### config.mk
export PLATFORM = sky130hd
export DESIGN_NAME = one_wire_temperature_master_top
export DESIGN_NICKNAME = d
export VERILOG_FILES = /design/src/rtl/owtm_pkg.sv /design/src/rtl/owtm_temp_conv.sv /design/src/rtl/owtm_seq.sv /design/src/rtl/one_wire_temperature_master_top.sv
export SDC_FILE = /design/constraint.sdc
export NUM_CORES = 1
export LEC_CHECK = 0
export ABC_AREA = 1
export BUFFER_PORTS_ARGS = -buffer_cell sky130_fd_sc_hd__clkbuf_2
export CAP_MARGIN = 20
export CORE_UTILIZATION = 60
export CTS_CLUSTER_SIZE = 40
export DETAILED_ROUTE_END_ITERATION = 16
export GPL_TIMING_DRIVEN = 1
export PLACE_DENSITY_LB_ADDON = 0.3
export REMOVE_ABC_BUFFERS = 1
export SKIP_LAST_GASP = 1
export SYNTH_ARGS = -nofsm -noshare
export SYNTH_HDL_FRONTEND = slang
export SYNTH_HIERARCHICAL = 1
export SYNTH_SLANG_ARGS = --single-unit
### constraint.sdc
create_clock -name i_clk -period 11.6 [get_ports i_clk]
set_input_delay 2.32 -clock i_clk [delete_from_list [all_inputs] [get_ports i_clk]]
set_output_delay 2.32 -clock i_clk [all_outputs]
set_load 0.005 [all_outputs]
### src/rtl/owtm_pkg.sv
// Shared types, constants and helpers for the one-wire temperature master.
package owtm_pkg;

    // Timer width and saturation value
    localparam int CW = 20;
    localparam logic [CW-1:0] CMAX = '1;
    localparam int DURW = 20;                       // widest duration register
    localparam int XW = (CW > DURW) ? CW : DURW;    // width used for timer compares

    // Configuration port
    localparam int CFG_IDX_W  = 3;
    localparam int CFG_DATA_W = 20;

    localparam logic [CFG_IDX_W-1:0] CFG_RESET_LOW  = 3'd0;
    localparam logic [CFG_IDX_W-1:0] CFG_PRESENCE   = 3'd1;
    localparam logic [CFG_IDX_W-1:0] CFG_SLOT       = 3'd2;
    localparam logic [CFG_IDX_W-1:0] CFG_WR1_LOW    = 3'd3;
    localparam logic [CFG_IDX_W-1:0] CFG_RD_LOW     = 3'd4;
    localparam logic [CFG_IDX_W-1:0] CFG_RD_SAMPLE  = 3'd5;
    localparam logic [CFG_IDX_W-1:0] CFG_CONV_WAIT  = 3'd6;

    typedef struct packed {
        logic [9:0]  reset_low_ticks;
        logic [7:0]  presence_sample_ticks;
        logic [7:0]  slot_ticks;
        logic [5:0]  write_one_low_ticks;
        logic [5:0]  read_low_ticks;
        logic [5:0]  read_sample_ticks;
        logic [19:0] conversion_wait_ticks;
    } t_cfg;

    // Sequence steps
    localparam logic [3:0] STEP_RST_PRESENCE = 4'd0;
    localparam logic [3:0] STEP_RST_CONVERT  = 4'd1;
    localparam logic [3:0] STEP_SKIP_A       = 4'd2;
    localparam logic [3:0] STEP_CMD_CONVERT  = 4'd3;
    localparam logic [3:0] STEP_CONV_WAIT    = 4'd4;
    localparam logic [3:0] STEP_RST_READ     = 4'd5;
    localparam logic [3:0] STEP_SKIP_B       = 4'd6;
    localparam logic [3:0] STEP_CMD_READ     = 4'd7;
    localparam logic [3:0] STEP_READ_LO      = 4'd8;
    localparam logic [3:0] STEP_READ_HI      = 4'd9;
    localparam logic [3:0] STEP_FINISH       = 4'd10;

    // ROM/function commands
    localparam logic [7:0] CMD_SKIP_ROM  = 8'hCC;
    localparam logic [7:0] CMD_CONVERT   = 8'h44;
    localparam logic [7:0] CMD_READ_SCR  = 8'hBE;

    localparam logic [2:0] LAST_BIT = 3'd7;

    typedef enum logic [11:0] {
        PH_IDLE      = 12'b0000_0000_0001,
        PH_RST_LOW   = 12'b0000_0000_0010,
        PH_RST_WAIT  = 12'b0000_0000_0100,
        PH_RST_REC   = 12'b0000_0000_1000,
        PH_WR_LOW    = 12'b0000_0001_0000,
        PH_WR_HIGH   = 12'b0000_0010_0000,
        PH_RD_LOW    = 12'b0000_0100_0000,
        PH_RD_WAIT   = 12'b0000_1000_0000,
        PH_RD_TAIL   = 12'b0001_0000_0000,
        PH_CONV      = 12'b0010_0000_0000,
        PH_DONE_OK   = 12'b0100_0000_0000,
        PH_DONE_MISS = 12'b1000_0000_0000
    } t_phase;

    localparam int TEMP_W = 13;

    typedef struct packed {
        logic signed [TEMP_W-1:0] temperature_f;
        logic                     device_missing;
        logic                     done_res;
        logic                     busy_res;
        logic                     drive_low;
    } t_result;

    // Fahrenheit conversion: (raw*9 + 2560) / 80, toward zero.
    // /80 = >>4 then /5; /5 as *52429 >> 18, exact for inputs below 2^18,
    // well above the range seen here.
    localparam logic signed [20:0] F_OFFSET = 21'sd2560;
    localparam logic [15:0]        RECIP5   = 16'd52429;
    localparam int                 RECIP5_SHIFT = 18;

endpackage

### src/rtl/owtm_temp_conv.sv
// Registered Celsius-sixteenths to whole-Fahrenheit converter.
module owtm_temp_conv
    import owtm_pkg::*;
(
    input  logic                     i_clk,
    input  logic [15:0]              i_raw,
    output logic signed [TEMP_W-1:0] o_fahr
);

    logic signed [20:0] scaled;
    logic               neg;
    logic [19:0]        mag;
    logic [14:0]        div16;
    logic [30:0]        prod;
    logic [11:0]        quot;
    logic signed [TEMP_W-1:0] r_fahr;
    logic signed [TEMP_W-1:0] n_fahr;

    always_comb begin
        // raw*9 as shift-add, then offset
        scaled = (21'(signed'(i_raw)) <<< 3) + 21'(signed'(i_raw)) + F_OFFSET;
        neg    = scaled[20];
        mag    = neg ? 20'(-scaled) : 20'(scaled);
        div16  = mag[18:4];
        prod   = 31'(div16) * 31'(RECIP5);
        quot   = prod[RECIP5_SHIFT +: 12];
        n_fahr = neg ? -signed'({1'b0, quot}) : signed'({1'b0, quot});
    end

    // registered output; read data is stable before it is shown
    always_ff @(posedge i_clk) begin
        r_fahr <= n_fahr;
    end

    assign o_fahr = r_fahr;

endmodule

### src/rtl/owtm_seq.sv
// Bus sequencer: phase machine, slot timer, bit/step counters and read shifter.
module owtm_seq
    import owtm_pkg::*;
(
    input  logic                     i_clk,
    input  logic                     i_rst_n,
    input  logic                     i_step,
    input  logic                     i_start,
    input  logic                     i_level,
    input  t_cfg                     i_cfg,
    input  logic signed [TEMP_W-1:0] i_fahr,
    output logic [15:0]              o_read_shift,
    output t_result                  o_result
);

    t_phase      r_phase, n_phase;
    logic [CW-1:0] r_tick, n_tick;
    logic [2:0]  r_bit, n_bit;
    logic [3:0]  r_step, n_step;
    logic [15:0] r_shift, n_shift;
    logic        r_absent, n_absent;

    logic [7:0]    cmd_byte;
    logic          out_bit;
    logic [DURW-1:0] dur;
    logic [XW-1:0] dur_x;
    logic [XW-1:0] dur_clip;
    logic [CW-1:0] tick_inc;
    logic          over;
    logic [CW-1:0] tick_nxt;
    logic          adv_bit;
    logic          adv_unit;
    logic [3:0]    step_inc;

    function automatic t_phase unit_phase(input logic [3:0] s);
        t_phase p;
        case (s) inside
            STEP_RST_PRESENCE, STEP_RST_CONVERT, STEP_RST_READ: p = PH_RST_LOW;
            STEP_SKIP_A, STEP_CMD_CONVERT, STEP_SKIP_B, STEP_CMD_READ: p = PH_WR_LOW;
            STEP_CONV_WAIT:                                     p = PH_CONV;
            STEP_READ_LO, STEP_READ_HI:                         p = PH_RD_LOW;
            STEP_FINISH:                                        p = PH_DONE_OK;
            default:                                            p = PH_IDLE;
        endcase
        return p;
    endfunction

    always_comb begin
        case (r_step)
            STEP_CMD_CONVERT: cmd_byte = CMD_CONVERT;
            STEP_CMD_READ:    cmd_byte = CMD_READ_SCR;
            default:          cmd_byte = CMD_SKIP_ROM;
        endcase
        out_bit = cmd_byte[r_bit];
    end

    // duration of the current phase
    always_comb begin
        case (r_phase)
            PH_RST_LOW, PH_RST_REC: dur = DURW'(i_cfg.reset_low_ticks);
            PH_RST_WAIT:            dur = DURW'(i_cfg.presence_sample_ticks);
            PH_WR_LOW:              dur = out_bit ? DURW'(i_cfg.write_one_low_ticks)
                                                  : DURW'(i_cfg.slot_ticks);
            PH_WR_HIGH, PH_RD_TAIL: dur = DURW'(i_cfg.slot_ticks);
            PH_RD_LOW:              dur = DURW'(i_cfg.read_low_ticks);
            PH_RD_WAIT:             dur = DURW'(i_cfg.read_sample_ticks);
            PH_CONV:                dur = i_cfg.conversion_wait_ticks;
            default:                dur = '0;
        endcase
        dur_x    = XW'(dur);
        dur_clip = (dur_x > XW'(CMAX)) ? XW'(CMAX) : dur_x;
        tick_inc = (r_tick == CMAX) ? r_tick : CW'(r_tick + 1'b1);
        over     = XW'(tick_inc) >= dur_clip;
        tick_nxt = over ? '0 : tick_inc;
    end

    always_comb begin
        n_phase  = r_phase;
        n_tick   = r_tick;
        n_bit    = r_bit;
        n_step   = r_step;
        n_shift  = r_shift;
        n_absent = r_absent;
        adv_bit  = 1'b0;
        adv_unit = 1'b0;
        step_inc = 4'(r_step + 1'b1);

        case (r_phase)
            PH_IDLE: begin
                if (i_start) begin
                    n_step   = STEP_RST_PRESENCE;
                    n_shift  = '0;
                    n_absent = 1'b0;
                    n_tick   = '0;
                    n_bit    = '0;
                    n_phase  = unit_phase(STEP_RST_PRESENCE);
                end
            end
            PH_RST_LOW: begin
                n_tick = tick_nxt;
                if (over) n_phase = PH_RST_WAIT;
            end
            PH_RST_WAIT: begin
                n_tick = tick_nxt;
                if (over) begin
                    if (r_step == STEP_RST_PRESENCE) n_absent = i_level;
                    n_phase = PH_RST_REC;
                end
            end
            PH_RST_REC: begin
                n_tick = tick_nxt;
                if (over) begin
                    if (r_step == STEP_RST_PRESENCE && r_absent) begin
                        n_phase = PH_DONE_MISS;
                    end else begin
                        adv_unit = 1'b1;
                    end
                end
            end
            PH_WR_LOW: begin
                n_tick = tick_nxt;
                if (over) begin
                    if (out_bit) n_phase = PH_WR_HIGH;
                    else         adv_bit = 1'b1;
                end
            end
            PH_WR_HIGH, PH_RD_TAIL: begin
                n_tick = tick_nxt;
                if (over) adv_bit = 1'b1;
            end
            PH_RD_LOW: begin
                n_tick = tick_nxt;
                if (over) n_phase = PH_RD_WAIT;
            end
            PH_RD_WAIT: begin
                n_tick = tick_nxt;
                if (over) begin
                    if (i_level) n_shift[{r_step == STEP_READ_HI, r_bit}] = 1'b1;
                    n_phase = PH_RD_TAIL;
                end
            end
            PH_CONV: begin
                n_tick = tick_nxt;
                if (over) adv_unit = 1'b1;
            end
            default: begin
                // done phases return to idle
                n_phase = PH_IDLE;
                n_tick  = '0;
                n_step  = '0;
                n_bit   = '0;
            end
        endcase

        if (adv_bit) begin
            if (r_bit >= LAST_BIT) begin
                adv_unit = 1'b1;
            end else begin
                n_bit   = 3'(r_bit + 1'b1);
                n_phase = (r_phase == PH_WR_LOW || r_phase == PH_WR_HIGH) ? PH_WR_LOW
                                                                          : PH_RD_LOW;
            end
        end

        if (adv_unit) begin
            n_step  = step_inc;
            n_phase = unit_phase(step_inc);
            n_tick  = '0;
            n_bit   = '0;
        end
    end

    always_ff @(posedge i_clk) begin
        if (!i_rst_n) begin
            r_phase  <= PH_IDLE;
            r_tick   <= '0;
            r_bit    <= '0;
            r_step   <= '0;
            r_shift  <= '0;
            r_absent <= 1'b0;
        end else if (i_step) begin
            r_phase  <= n_phase;
            r_tick   <= n_tick;
            r_bit    <= n_bit;
            r_step   <= n_step;
            r_shift  <= n_shift;
            r_absent <= n_absent;
        end
    end

    assign o_read_shift = r_shift;

    always_comb begin
        o_result.drive_low      = (r_phase == PH_RST_LOW) || (r_phase == PH_WR_LOW)
                                  || (r_phase == PH_RD_LOW);
        o_result.busy_res       = (r_phase != PH_IDLE) && (r_phase != PH_DONE_OK)
                                  && (r_phase != PH_DONE_MISS);
        o_result.done_res       = (r_phase == PH_DONE_OK) || (r_phase == PH_DONE_MISS);
        o_result.device_missing = (r_phase == PH_DONE_MISS);
        o_result.temperature_f  = (r_phase == PH_DONE_OK) ? i_fahr : '0;
    end

endmodule

### src/rtl/one_wire_temperature_master_top.sv
// One-wire temperature master: config registers, sequencer, converter, output stage.
//
// Each input beat is one microsecond tick carrying a start request (bit 0) and the
// sampled bus level (bit 1); each tick yields exactly one output beat with the bus
// pull-low drive, busy, done, missing-device flag and the temperature in whole
// degrees Fahrenheit (nonzero only on a successful done beat). A start is taken only
// when idle and runs: reset with presence check, reset + skip-ROM + convert, the
// conversion wait, reset + skip-ROM + read-scratchpad, and a two-byte read. The
// block takes one tick per clock cycle unless the sink stalls the output, and a
// registered output stage lets the next tick enter in the same cycle that the
// sink takes the previous result. Output beat fields reflect the phase at the
// start of the tick. Timing registers are to be written through the plain write
// port while no measurement runs, not enforced by the block; zero acts as one tick.
module one_wire_temperature_master_top
    import owtm_pkg::*;
(
    input  logic                  i_clk,
    input  logic                  i_rst_n,
    // tick stream in
    input  logic                  i_s_axis_tvalid,
    output logic                  o_s_axis_tready,
    input  logic [7:0]            i_s_axis_tdata,   // [0] start_req, [1] bus_level
    // result stream out
    output logic                  o_m_axis_tvalid,
    input  logic                  i_m_axis_tready,
    output logic [23:0]           o_m_axis_tdata,   // [0] drive_low, [1] busy_res,
                                                    // [2] done_res, [3] device_missing,
                                                    // [16:4] temperature_f
    // configuration writes
    input  logic                  i_cfg_we,
    input  logic [CFG_IDX_W-1:0]  i_cfg_index,
    input  logic [CFG_DATA_W-1:0] i_cfg_data
);

    t_cfg        r_cfg;
    logic        step;
    logic [15:0] read_shift;
    logic signed [TEMP_W-1:0] fahr;
    t_result     result;
    logic        r_m_valid;
    logic [23:0] r_m_data;

    // Timing registers
    always_ff @(posedge i_clk) begin
        if (!i_rst_n) begin
            r_cfg.reset_low_ticks       <= 10'd480;
            r_cfg.presence_sample_ticks <= 8'd60;
            r_cfg.slot_ticks            <= 8'd60;
            r_cfg.write_one_low_ticks   <= 6'd1;
            r_cfg.read_low_ticks        <= 6'd2;
            r_cfg.read_sample_ticks     <= 6'd5;
            r_cfg.conversion_wait_ticks <= 20'd1000000;
        end else if (i_cfg_we) begin
            case (i_cfg_index)
                CFG_RESET_LOW: r_cfg.reset_low_ticks       <= i_cfg_data[9:0];
                CFG_PRESENCE:  r_cfg.presence_sample_ticks <= i_cfg_data[7:0];
                CFG_SLOT:      r_cfg.slot_ticks            <= i_cfg_data[7:0];
                CFG_WR1_LOW:   r_cfg.write_one_low_ticks   <= i_cfg_data[5:0];
                CFG_RD_LOW:    r_cfg.read_low_ticks        <= i_cfg_data[5:0];
                CFG_RD_SAMPLE: r_cfg.read_sample_ticks     <= i_cfg_data[5:0];
                CFG_CONV_WAIT: r_cfg.conversion_wait_ticks <= i_cfg_data[19:0];
                default: ;  // unused index, write dropped
            endcase
        end
    end

    // a tick enters whenever the output slot is free or draining this cycle
    assign o_s_axis_tready = !r_m_valid || i_m_axis_tready;
    assign step            = i_s_axis_tvalid && o_s_axis_tready;

    owtm_seq u_seq (
        .i_clk        (i_clk),
        .i_rst_n      (i_rst_n),
        .i_step       (step),
        .i_start      (i_s_axis_tdata[0]),
        .i_level      (i_s_axis_tdata[1]),
        .i_cfg        (r_cfg),
        .i_fahr       (fahr),
        .o_read_shift (read_shift),
        .o_result     (result)
    );

    owtm_temp_conv u_conv (
        .i_clk  (i_clk),
        .i_raw  (read_shift),
        .o_fahr (fahr)
    );

    // Output register
    always_ff @(posedge i_clk) begin
        if (!i_rst_n) begin
            r_m_valid <= 1'b0;
        end else if (step) begin
            r_m_valid <= 1'b1;
        end else if (i_m_axis_tready) begin
            r_m_valid <= 1'b0;
        end
    end

    always_ff @(posedge i_clk) begin
        if (step) begin
            r_m_data <= {7'd0, result};
        end
    end

    assign o_m_axis_tvalid = r_m_valid;
    assign o_m_axis_tdata  = r_m_data;

endmodule

==> Word level (Yosys, flattened, before mapping) <==
Index checks and enable logic that the tools add are counted.
{ "totals": {"ff_bits": 151, "latch_bits": 0, "ramBits": 0, "mem_bits_ro": 0, "in_bits": 36, "n_memories": 0} }
{ "op_classes": {"addsub": 7, "n_mul": 1, "div_mod_pow": 0, "order_cmp": 6, "eq_ne": 42, "n_shift": 0, "mux": 61, "bitwise": 1, "n_reduce_logical": 35} }
{ "ops": {"columns": ["op", "count"], "rows": [
  ["12-bit 2-to-1 mux", 17],
  ["20-bit case mux with 7 select lines", 1],
  ["20-bit 2-to-1 mux", 5],
  ["12-bit case mux with 8 select lines", 1],
  ["16-bit 2-to-1 mux", 3],
  ["20-bit case mux with 2 select lines", 1],
  ["16-bit case mux with 2 select lines", 1],
  ["15-bit by 16-bit multiplier with 30-bit output, second input constant", 1],
  ["20-bit by 13-bit adder with 21-bit output, second input constant", 1],
  ["19-bit by 16-bit adder with 20-bit output", 1],
  ["20-bit by 1-bit adder with 20-bit output, second input constant", 1],
  ["20-bit equality test, second input constant", 1],
  ["4-bit by 3-bit equality test with 1-bit output, second input constant", 5],
  ["20-bit >= comparator", 1],
  ["20-bit > comparator, second input constant", 1],
  ["19-bit 2-to-1 mux", 1],
  ["19-bit negation", 1],
  ["4-bit equality test, second input constant", 4],
  ["16-bit OR", 1],
  ["8-bit case mux with 2 select lines", 1],
  ["2-bit AND reduction", 8],
  ["1-bit 2-to-1 mux", 14],
  ["12-bit negation with 13-bit output", 1],
  ["12-bit by 1-bit equality test with 1-bit output, second input constant", 1],
  ["other kinds (50)", 80]
]} }

==> Logic depth before layout (Yosys ltp) <==
Gate-level depths: netlist of the first run.
{ "depth": {"ltp_word": 15, "mapped_depth": 50} }

==> Modules after synthesis <==
Netlist of the first run, hierarchy kept.
{ "modules_own_cells": {"columns": ["module", "n_inst", "cells_per_inst", "area_each_um2"], "rows": [
  ["owtm_temp_conv", 1, 794, 5968.2],
  ["owtm_seq", 1, 757, 4808.4],
  ["one_wire_temperature_master_top", 1, 386, 3111.7]
]} }

==> Worst setup path before layout of the first run <==
No wires, ideal clock.
{ "synth_path": {"kind": "reg2reg", "start": "reg u_seq.r_shift[1], in the netlist u_seq/o_read_shift[1]", "end": "reg u_conv.r_fahr[8], in the netlist u_conv/o_fahr[8]", "setup_time_ns": 0.114, "arrival_time_ns": 7.492, "required_time_ns": 11.486, "path_slack_ns": 3.994, "path_stages_with_launch": 41, "synth_period_minus_slack_ns": 7.606, "path_cell_list": "dfxtp_1 > ha_1 > ha_1 > inv_1 > fa_1 > inv_1 > nand2_1 > nand2_1 > and2_1 > xor2_1 > inv_1 > nor3_1 > nand4_1 > o21ai_2 > o21ai_1 > nor2_1 > nand2_1 > xnor2_1 > [... 5 more ...] > fa_1 > inv_1 > fa_1 > fa_1 > ha_1 > nand2_1 > o21ai_0 > a21oi_1 > nor2_1 > a311oi_1 > nand3b_1 > nand2_2 > nand3_1 > nor2_1 > nand3_2 > nand2_2 > xor2_1 > inv_1"} }
{ "synth_via": {"elab_chain_len": 7} }
{ "synth_lines": {"columns": ["element", "line", "rtl"], "rows": [
  ["start, declared", "owtm_seq.sv:20", "logic [15:0] r_shift, n_shift;"],
  ["start signal, assigned", "owtm_seq.sv:186", "r_shift <= n_shift;"],
  ["19-bit by 16-bit adder with 20-bit output (*)", "owtm_temp_conv.sv:21", "scaled = (21'(signed'(i_raw)) <<< 3) + 21'(signed'(i_raw)) + F_OFFSET;"],
  ["20-bit by 13-bit adder with 21-bit output (*)", "owtm_temp_conv.sv:21", null],
  ["19-bit negation", "owtm_temp_conv.sv:23", "mag = neg ? 20'(-scaled) : 20'(scaled);"],
  ["19-bit 2-to-1 mux", "owtm_temp_conv.sv:23", null],
  ["15-bit by 16-bit multiplier with 30-bit output", "owtm_temp_conv.sv:25", "prod = 31'(div16) * 31'(RECIP5);"],
  ["12-bit negation with 13-bit output", "owtm_temp_conv.sv:27", "n_fahr = neg ? -signed'({1'b0, quot}) : signed'({1'b0, quot});"],
  ["12-bit 2-to-1 mux (*)", "owtm_temp_conv.sv:27", null],
  ["via u_conv.n_fahr[8]", "owtm_temp_conv.sv:17", "logic signed [TEMP_W-1:0] n_fahr;"],
  ["end signal, assigned", "owtm_temp_conv.sv:32", "r_fahr <= n_fahr;"],
  ["end, declared", "owtm_temp_conv.sv:16", "logic signed [TEMP_W-1:0] r_fahr;"]
]} }
Mark *: on every way through the listed nets, which the timed path passes. The rest lies on a longest branch.
A chain may end at the register's enable or synchronous reset.

==> Worst setup path after layout of the first run <==
{ "layout_path": {"start": "reg u_seq.r_shift[15], in the netlist u_seq/o_read_shift[15]", "end": "reg u_conv.r_fahr[11], in the netlist u_conv/o_fahr[11]"} }
The elaborated chain is that of the path after synthesis.

==> results by group, run 1 <==
Status
  • Outcome: complete, no violations

Timing
  • Final Max Slew Viols: 0
  • RSZ-0062 raised after global routing: no
  • Worst Tran Pin Value: 1.010 ns
  • Headroom to the max-slew limit: 32.45%
  • Final Hold Vio Count: 0
  • Final setup TNS: 0 ns
  • Peak Freq: 0.1116 GHz
  • Clk_skew: 0.01436 ns
  • Post-layout min period: 8.962 ns
  • Final hold slack: 0.4631 ns
  • Final setup fails: 0
  • Period utilisation layout: 77.26%

Floorplan
  • Die height: 154.1 µm
  • Die area: 0.02376 mm²
  • Cell Rows: 55
  • Initial Utilization: 61.34%
  • CORE AREA: 0.02264 mm²
  • Die width: 154.1 µm
  • I/O pin count: 62

Placement
  • Dpl cells: 2236
  • Post-DP HPWL: 25680 µm
  • Placed Instance Area: 0.01430 mm²
  • Number of buffers inserted by port buffering: 48
  • RD Place Congestion: 0.9687

Final layout
  • Antenna cells: 0
  • Share of layout cells above drive strength 1: 9.531%
  • Nets: 2233
  • Post-layout utilization of the core: 65.73%
  • Reg area: 0.003193 mm²
  • Finished Layout Cells: 2268
  • Filler cells: 2020
  • Area of the multi-input gates: 0.009225 mm²
  • Fin area: 0.01488 mm²
  • Syn-to-layout area delta: 7.144%

Clocking
  • Total CTS buffers: 17
  • Buffer count from post-CTS setup fixing: 0
  • Clock transition at path regs: 0.07 ns
  • Max Root-Sink Buffers: 2
  • CTS tree: built
  • CTS Sinks: 151
  • H-tree depth: 4
  • CTS root buffer: clkbuf_16
  • Cts-stage hold buffer count: 0
  • CTS resizes: 0
  • Clk_lat worst skew: 0.44 ns

Routing
  • Final wirelength: 33010 µm
  • Via count: 12.48k
  • Drt via density: 5.502
  • DRC: 0
  • WL/cell: 14.55 µm
  • Post-route ant nets: 0
  • Drt first pass iters: 6
  • Initial DRC Count: 932

Synthesis
  • Most numerous cell in the Yosys netlist: nand2_1
  • Syn. warnings: 6
  • Post-synth top area cell: dfxtp_1
  • Avg Cell Area, Syn: 7.170 µm²
  • Area share of the largest cell type after synthesis: 19.32%
  • Number of synthesized flops with an enable pin: 17
  • Area of the mapped netlist: 0.01389 mm²
  • Seq cells post-synth: 151
  • Asr flop ratio synth: 0%
  • Top cells by area, synth: dfxtp_1 19%, ha_1 15%, nand2_1 12%, fa_1 8.6%, inv_1 8.6%
  • Most frequent cells after synthesis: 430 x nand2_1, 320 x inv_1, 188 x nor2_1
  • Sequential share of the synthesized area: 22.99%
  • Yosys cell types: 63
  • Post-Syn Instances: 1937
  • Most used DFF post-synth: dfxtp_1

Flow run
  • Max-cap violations: 0

Critical path
  • CP dominant cell by count: inv_1
  • Crit-path slowest cell: xor2_1
  • Slowest stage delay, CP: 0.63 ns
  • CP Launch Type: flip-flop
  • CP required: 11.93 ns
  • Worst Setup End Kind: flip-flop
  • CP Max Fanout: 22
  • Worst setup path class: flip-flop to flip-flop
  • CP arrival: 9.29 ns

GRT
  • Initial antenna violation count: 0
  • Vias in the first global route: 11.83k
  • Global-route wire length before repair: 55660 µm
  • GRT Overall Usage: 28.88%
  • Grt ovf: 0
  • Pin count of the biggest net entering global routing: 84

Worst hold path
  • HP Class: flip-flop to flip-flop

Power and ir drop
  • Pwr/cell area: 83.60 mW/mm²
  • VDD IR max: 89.29 µV
  • Leak pwr: 0.007526 µW
## cells in the final DEF, fill, tap and decap left out, types with 10 or more instances in the layout
cell type | Yosys | layout
dfxtp_1 | 134 | 134
nand2_1 | 430 | 430
ha_1 | 167 | 167
edfxtp_1 | 17 | 17
nor4_1 | 10 | 10
a21oi_1 | 111 | 110
clkbuf_2 | 0 | 48
nor2_2 | 12 | 13
nor2_4 | 11 | 11
inv_1 | 320 | 320
a22o_1 | 13 | 13
nor3_1 | 24 | 24
xnor2_1 | 12 | 12
nand4_1 | 21 | 21
nand2_2 | 25 | 25
fa_1 | 60 | 60
nand3_2 | 10 | 10
clkbuf_16 | 0 | 17
nor2_1 | 188 | 187
o21ai_0 | 70 | 70
nand3_1 | 121 | 121
xor2_1 | 34 | 34
inv_2 | 12 | 12
## registers in the layout (all words and copies together), names as in the netlist, 3 cells and up
| signal | cells |
|---|---|
| u_seq/r_phase | 12 |
| o_m_axis_tdata | 17 |
| r_cfg | 64 |
| u_seq/r_bit | 3 |
| u_seq/r_tick | 20 |
| u_seq/o_read_shift | 16 |
| u_conv/o_fahr | 13 |
| u_seq/r_step | 4 |
## metrics by stage
stage | setup WS [ns] | power, µW
3_5_place_dp | 2.678 | 700.9
4_1_cts | 2.667 | 1252
6_report | 2.638 | 1244
2_1_floorplan | 3.988 | 656.7
5_1_grt | 2.052 | 1298
3_3_place_gp | 2.812 | 697.2
## routing by layer
metal	global-route usage [%]	share of wire [%]	vias to the layer above
li1	-	-	6290
met4	5.952	0.71	0
met5	0	0	-
met3	4.312	5.6	29
met2	47.97	46	366
met1	39.77	48	5793
## path summary, 6_finish.rpt
path	startpoint	to	slack [ns]	cells past startpoint
max	u_seq/o_read_shift[15]	u_conv/o_fahr[11]	2.64	36
min	r_cfg[22]	r_cfg[22]	0.46	2
max reg2reg	u_seq/o_read_shift[15]	u_conv/o_fahr[11]	2.64	36
min reg2reg	r_cfg[22]	r_cfg[22]	0.46	2
## critical path: cells and delay by family, from the launching register on
family                   cells  cell delay (ns)
adder cells (fa/ha/maj)      9             3.80
AND/OR/NAND/NOR             14             1.52
XOR/XNOR                     1             0.63
flip-flops                   1             0.57
AO/OA/AOI/OAI                6             1.46
buffers and inverters        6             0.87
## cells by family (layout without fill, tap and decap cells)
kind of cell	count (synthesis)	in the layout	share of synthesized area, %
other	1	7	0.02700
buffers and inverters	378	418	10.79
DFF	151	151	22.99
and+or+nand+nor	881	881	28.68
xor gates and xnor gates	48	48	3.135
adders and majority gates	227	227	23.69
AOI/OAI and AO/OA	251	251	10.68
## where the power goes
group | switching [µW] | internal, µW
sequential | 12.5 | 545
clock | 262 | 289
combinational | 93.5 | 41.7
## layout make-up
type | count | area share [%]
clock buffers | 18 | 2.884
clock inverters | 14 | 1.009
inverters | 334 | 8.442
multi-input cells | 1414 | 61.99
flip-flops and latches | 151 | 21.46
well taps | 285 | 2.396
repair buffers | 52 | 1.816
(Power assumes the default switching activity.)
==> run 2, diff against run 1 <==
--- a/config.mk
+++ b/config.mk
@@ -8,7 +8,7 @@
 export ABC_AREA = 1
 export BUFFER_PORTS_ARGS = -buffer_cell sky130_fd_sc_hd__clkbuf_2
 export CAP_MARGIN = 20
-export CORE_UTILIZATION = 60
+export CORE_UTILIZATION = 58
 export CTS_CLUSTER_SIZE = 40
 export DETAILED_ROUTE_END_ITERATION = 16
 export GPL_TIMING_DRIVEN = 1
==> constraint.sdc (replaced) <==
create_clock -name i_clk -period 8.2 [get_ports i_clk]
set_input_delay 1.64 -clock i_clk [delete_from_list [all_inputs] [get_ports i_clk]]
set_output_delay 1.64 -clock i_clk [all_outputs]
set_load 0.005 [all_outputs]
==> run 2 against run 1 <==
Compared with the run above:
- register-to-register slack worse by 2.3 ns
- first-iteration DRC count is 5.4% lower
- sequential cell count unchanged
- largest power group unchanged
- critical path type unchanged
- cell count rose by 3.0%
- critical endpoint is now u_conv/o_fahr[8]
- highest routed layer unchanged
==> results by group, run 2 (synthesis results as in run 1) <==
Clocking
  • Clk_lat worst skew: 0.44 ns (about the same)
  • Total CTS buffers: 17 (unchanged)
  • CTS tree: built (unchanged)
  • H-tree depth: 4 (unchanged)
  • Clock transition at path regs: 0.07 ns (about the same)
  • CTS root buffer: clkbuf_16 (unchanged)
  • Max Root-Sink Buffers: 2 (unchanged)
  • CTS Sinks: 151 (unchanged)

Final layout
  • Commonest non-fill, non-tap cell in the layout: nand2_1 (unchanged)
  • Fin area: 0.01565 mm² (was 0.01488 mm²)
  • Max reg flops: 64 (unchanged)
  • Antenna cells: 0 (unchanged)
  • Share of layout cells above drive strength 1: 15.36% (was 9.531%)
  • Most flops, register: r_cfg (unchanged)
  • Nets: 2268 (was 2233)
  • Syn-to-layout area delta: 12.69% (was 7.144%)
  • Post-layout utilization of the core: 66.68% (was 65.73%)
  • Most frequent cells in the layout: 419 x nand2_1, 314 x inv_1, 179 x nor2_1 (was 430 x nand2_1, 320 x inv_1, 187 x nor2_1)

Floorplan
  • Die width: 156.7 µm (was 154.1 µm)
  • Die height: 156.7 µm (was 154.1 µm)
  • Die area: 0.02457 mm² (was 0.02376 mm²)
  • Initial Utilization: 59.17% (was 61.34%)
  • I/O pin count: 62 (unchanged)
  • Cell Rows: 56 (was 55)
  • CORE AREA: 0.02347 mm² (was 0.02264 mm²)

Placement
  • RD Place Congestion: 0.9108 (was 0.9687)
  • Number of buffers inserted by port buffering: 48 (unchanged)
  • Post-DP HPWL: 25830 µm (was 25680 µm)
  • Placed Instance Area: 0.01445 mm² (was 0.01430 mm²)

Worst hold path
  • HP Class: flip-flop to flip-flop (unchanged)

Flow run
  • Max-cap violations: 0 (unchanged)

Critical path
  • CP arrival: 8.21 ns (was 9.29 ns)
  • Worst Setup End Kind: flip-flop (unchanged)
  • Crit-path slowest cell: fa_2 (was xor2_1)
  • Worst setup path class: flip-flop to flip-flop (unchanged)
  • CP Launch Type: flip-flop (unchanged)
  • CP required: 8.52 ns (was 11.93 ns)
  • R2r setup slk: 0.31 ns (was 2.64 ns)
  • Slowest stage delay, CP: 0.55 ns (was 0.63 ns)
  • CP Max Fanout: 4 (was 22)
  • CP dominant cell by count: nand2_2 (was inv_1)

GRT
  • Vias in the first global route: 12.17k (was 11.83k)
  • Grt ovf: 0 (unchanged)
  • Initial antenna violation count: 0 (unchanged)
  • GRT Overall Usage: 28.26% (was 28.88%)
  • Pin count of the biggest net entering global routing: 62 (was 84)
  • Global-route wire length before repair: 55780 µm (was 55660 µm)

Timing
  • Worst Tran Pin Value: 0.7521 ns (was 1.010 ns)
  • Final Hold Vio Count: 0 (unchanged)
  • Peak Freq: 0.1268 GHz (was 0.1116 GHz)
  • Headroom to the max-slew limit: 49.81% (was 32.45%)
  • Final Max Slew Viols: 0 (unchanged)
  • Clk_skew: 0.01474 ns (was 0.01436 ns)
  • Post-layout min period: 7.886 ns (was 8.962 ns)
  • Period utilisation layout: 96.17% (was 77.26%)
  • Final setup fails: 0 (unchanged)

Routing
  • Final wirelength: 34530 µm (was 33010 µm)
  • Drt via density: 5.447 (was 5.502)
  • Drt first pass iters: 8 (was 6)
  • Initial DRC Count: 882 (was 932)
  • Via count: 12.73k (was 12.48k)
  • DRC: 0 (unchanged)
  • WL/cell: 14.78 µm (was 14.55 µm)
  • Post-route ant nets: 0 (unchanged)

Power and ir drop
  • Pwr/cell area: 110.7 mW/mm² (was 83.60 mW/mm²)
  • VDD IR max: 109.6 µV (was 89.29 µV)
  • Leak pwr: 0.007712 µW (was 0.007526 µW)

Status
  • Outcome: complete, no violations (unchanged)
==> run 2: final timing paths <==
kind                                       startpoint                to  depth (start not counted)
worst max-delay path            u_seq/o_read_shift[4]  u_conv/o_fahr[8]                         43
worst min-delay path                        r_cfg[18]         r_cfg[18]                          2
worst min register to register              r_cfg[18]         r_cfg[18]                          2
worst max register to register  u_seq/o_read_shift[4]  u_conv/o_fahr[8]                         43
==> run 2: what timing repair did <==
item,4_1_cts,5_1_grt
gates cloned,0,1
resized for setup,4,99
setup endpoints to repair,3,12
pin swaps,3,51
hold buffers,0,0
setup buffers,1,19
==> run 2: per-stage QoR <==
step	total power [µW]	setup slack [ns]	TNS [ns]	cells	hold WS, ns
6_report	1732	0.3139	0	2337	0.4627
3_5_place_dp	992.4	-0.02371	-0.02371	2284	0.4511
3_3_place_gp	986.9	0.1102	0	2284	0.4424
2_1_floorplan	928.9	0.5884	0	1899	0.4289
4_1_cts	1744	0.005111	0	2317	0.4659
5_1_grt	1802	-0.1655	-0.6040	2337	0.4766
==> run 2: layer usage <==
metal  track usage, %  up-vias  wire, µm
li1                 -     6335         -
met4            10.78        0       919
met3            4.265       80      2135
met1            36.20     5894     15320
met5                0        -         0
met2            47.68      420     16160
==> run 2: layout make-up <==
class                           instances  area (µm²)
Inverter                              334        1260
Clock inverter                         13       111.4
Timing Repair inverter                  1       7.507
Tap cell                              319       399.1
Timing Repair Buffer                   86       525.5
Sequential cell                       151        3213
Fill cell                            1932        7821
Clock buffer                           19       454.2
Multi-Input combinational cell       1414        9681
==> run 2: critical path, delay by kind of cell, from the launching register on <==
family	cells	cell delay, ns
buffers and inverters	7	0.44
DFF	1	0.37
AOI/OAI and AO/OA	2	0.33
adders and majority gates	10	3.90
and+or+nand+nor	21	2.27
xor gates and xnor gates	3	0.45
==> run 2: power breakdown <==
part / total, µW / internal, µW / leakage, µW / switching (µW)
logic: 191 / 59.1 / 0.00618 / 132
clock network: 753 / 413 / 0.000265 / 340
registers: 788 / 770 / 0.00126 / 18.0
total: 1730 / 1240 / 0.00771 / 490
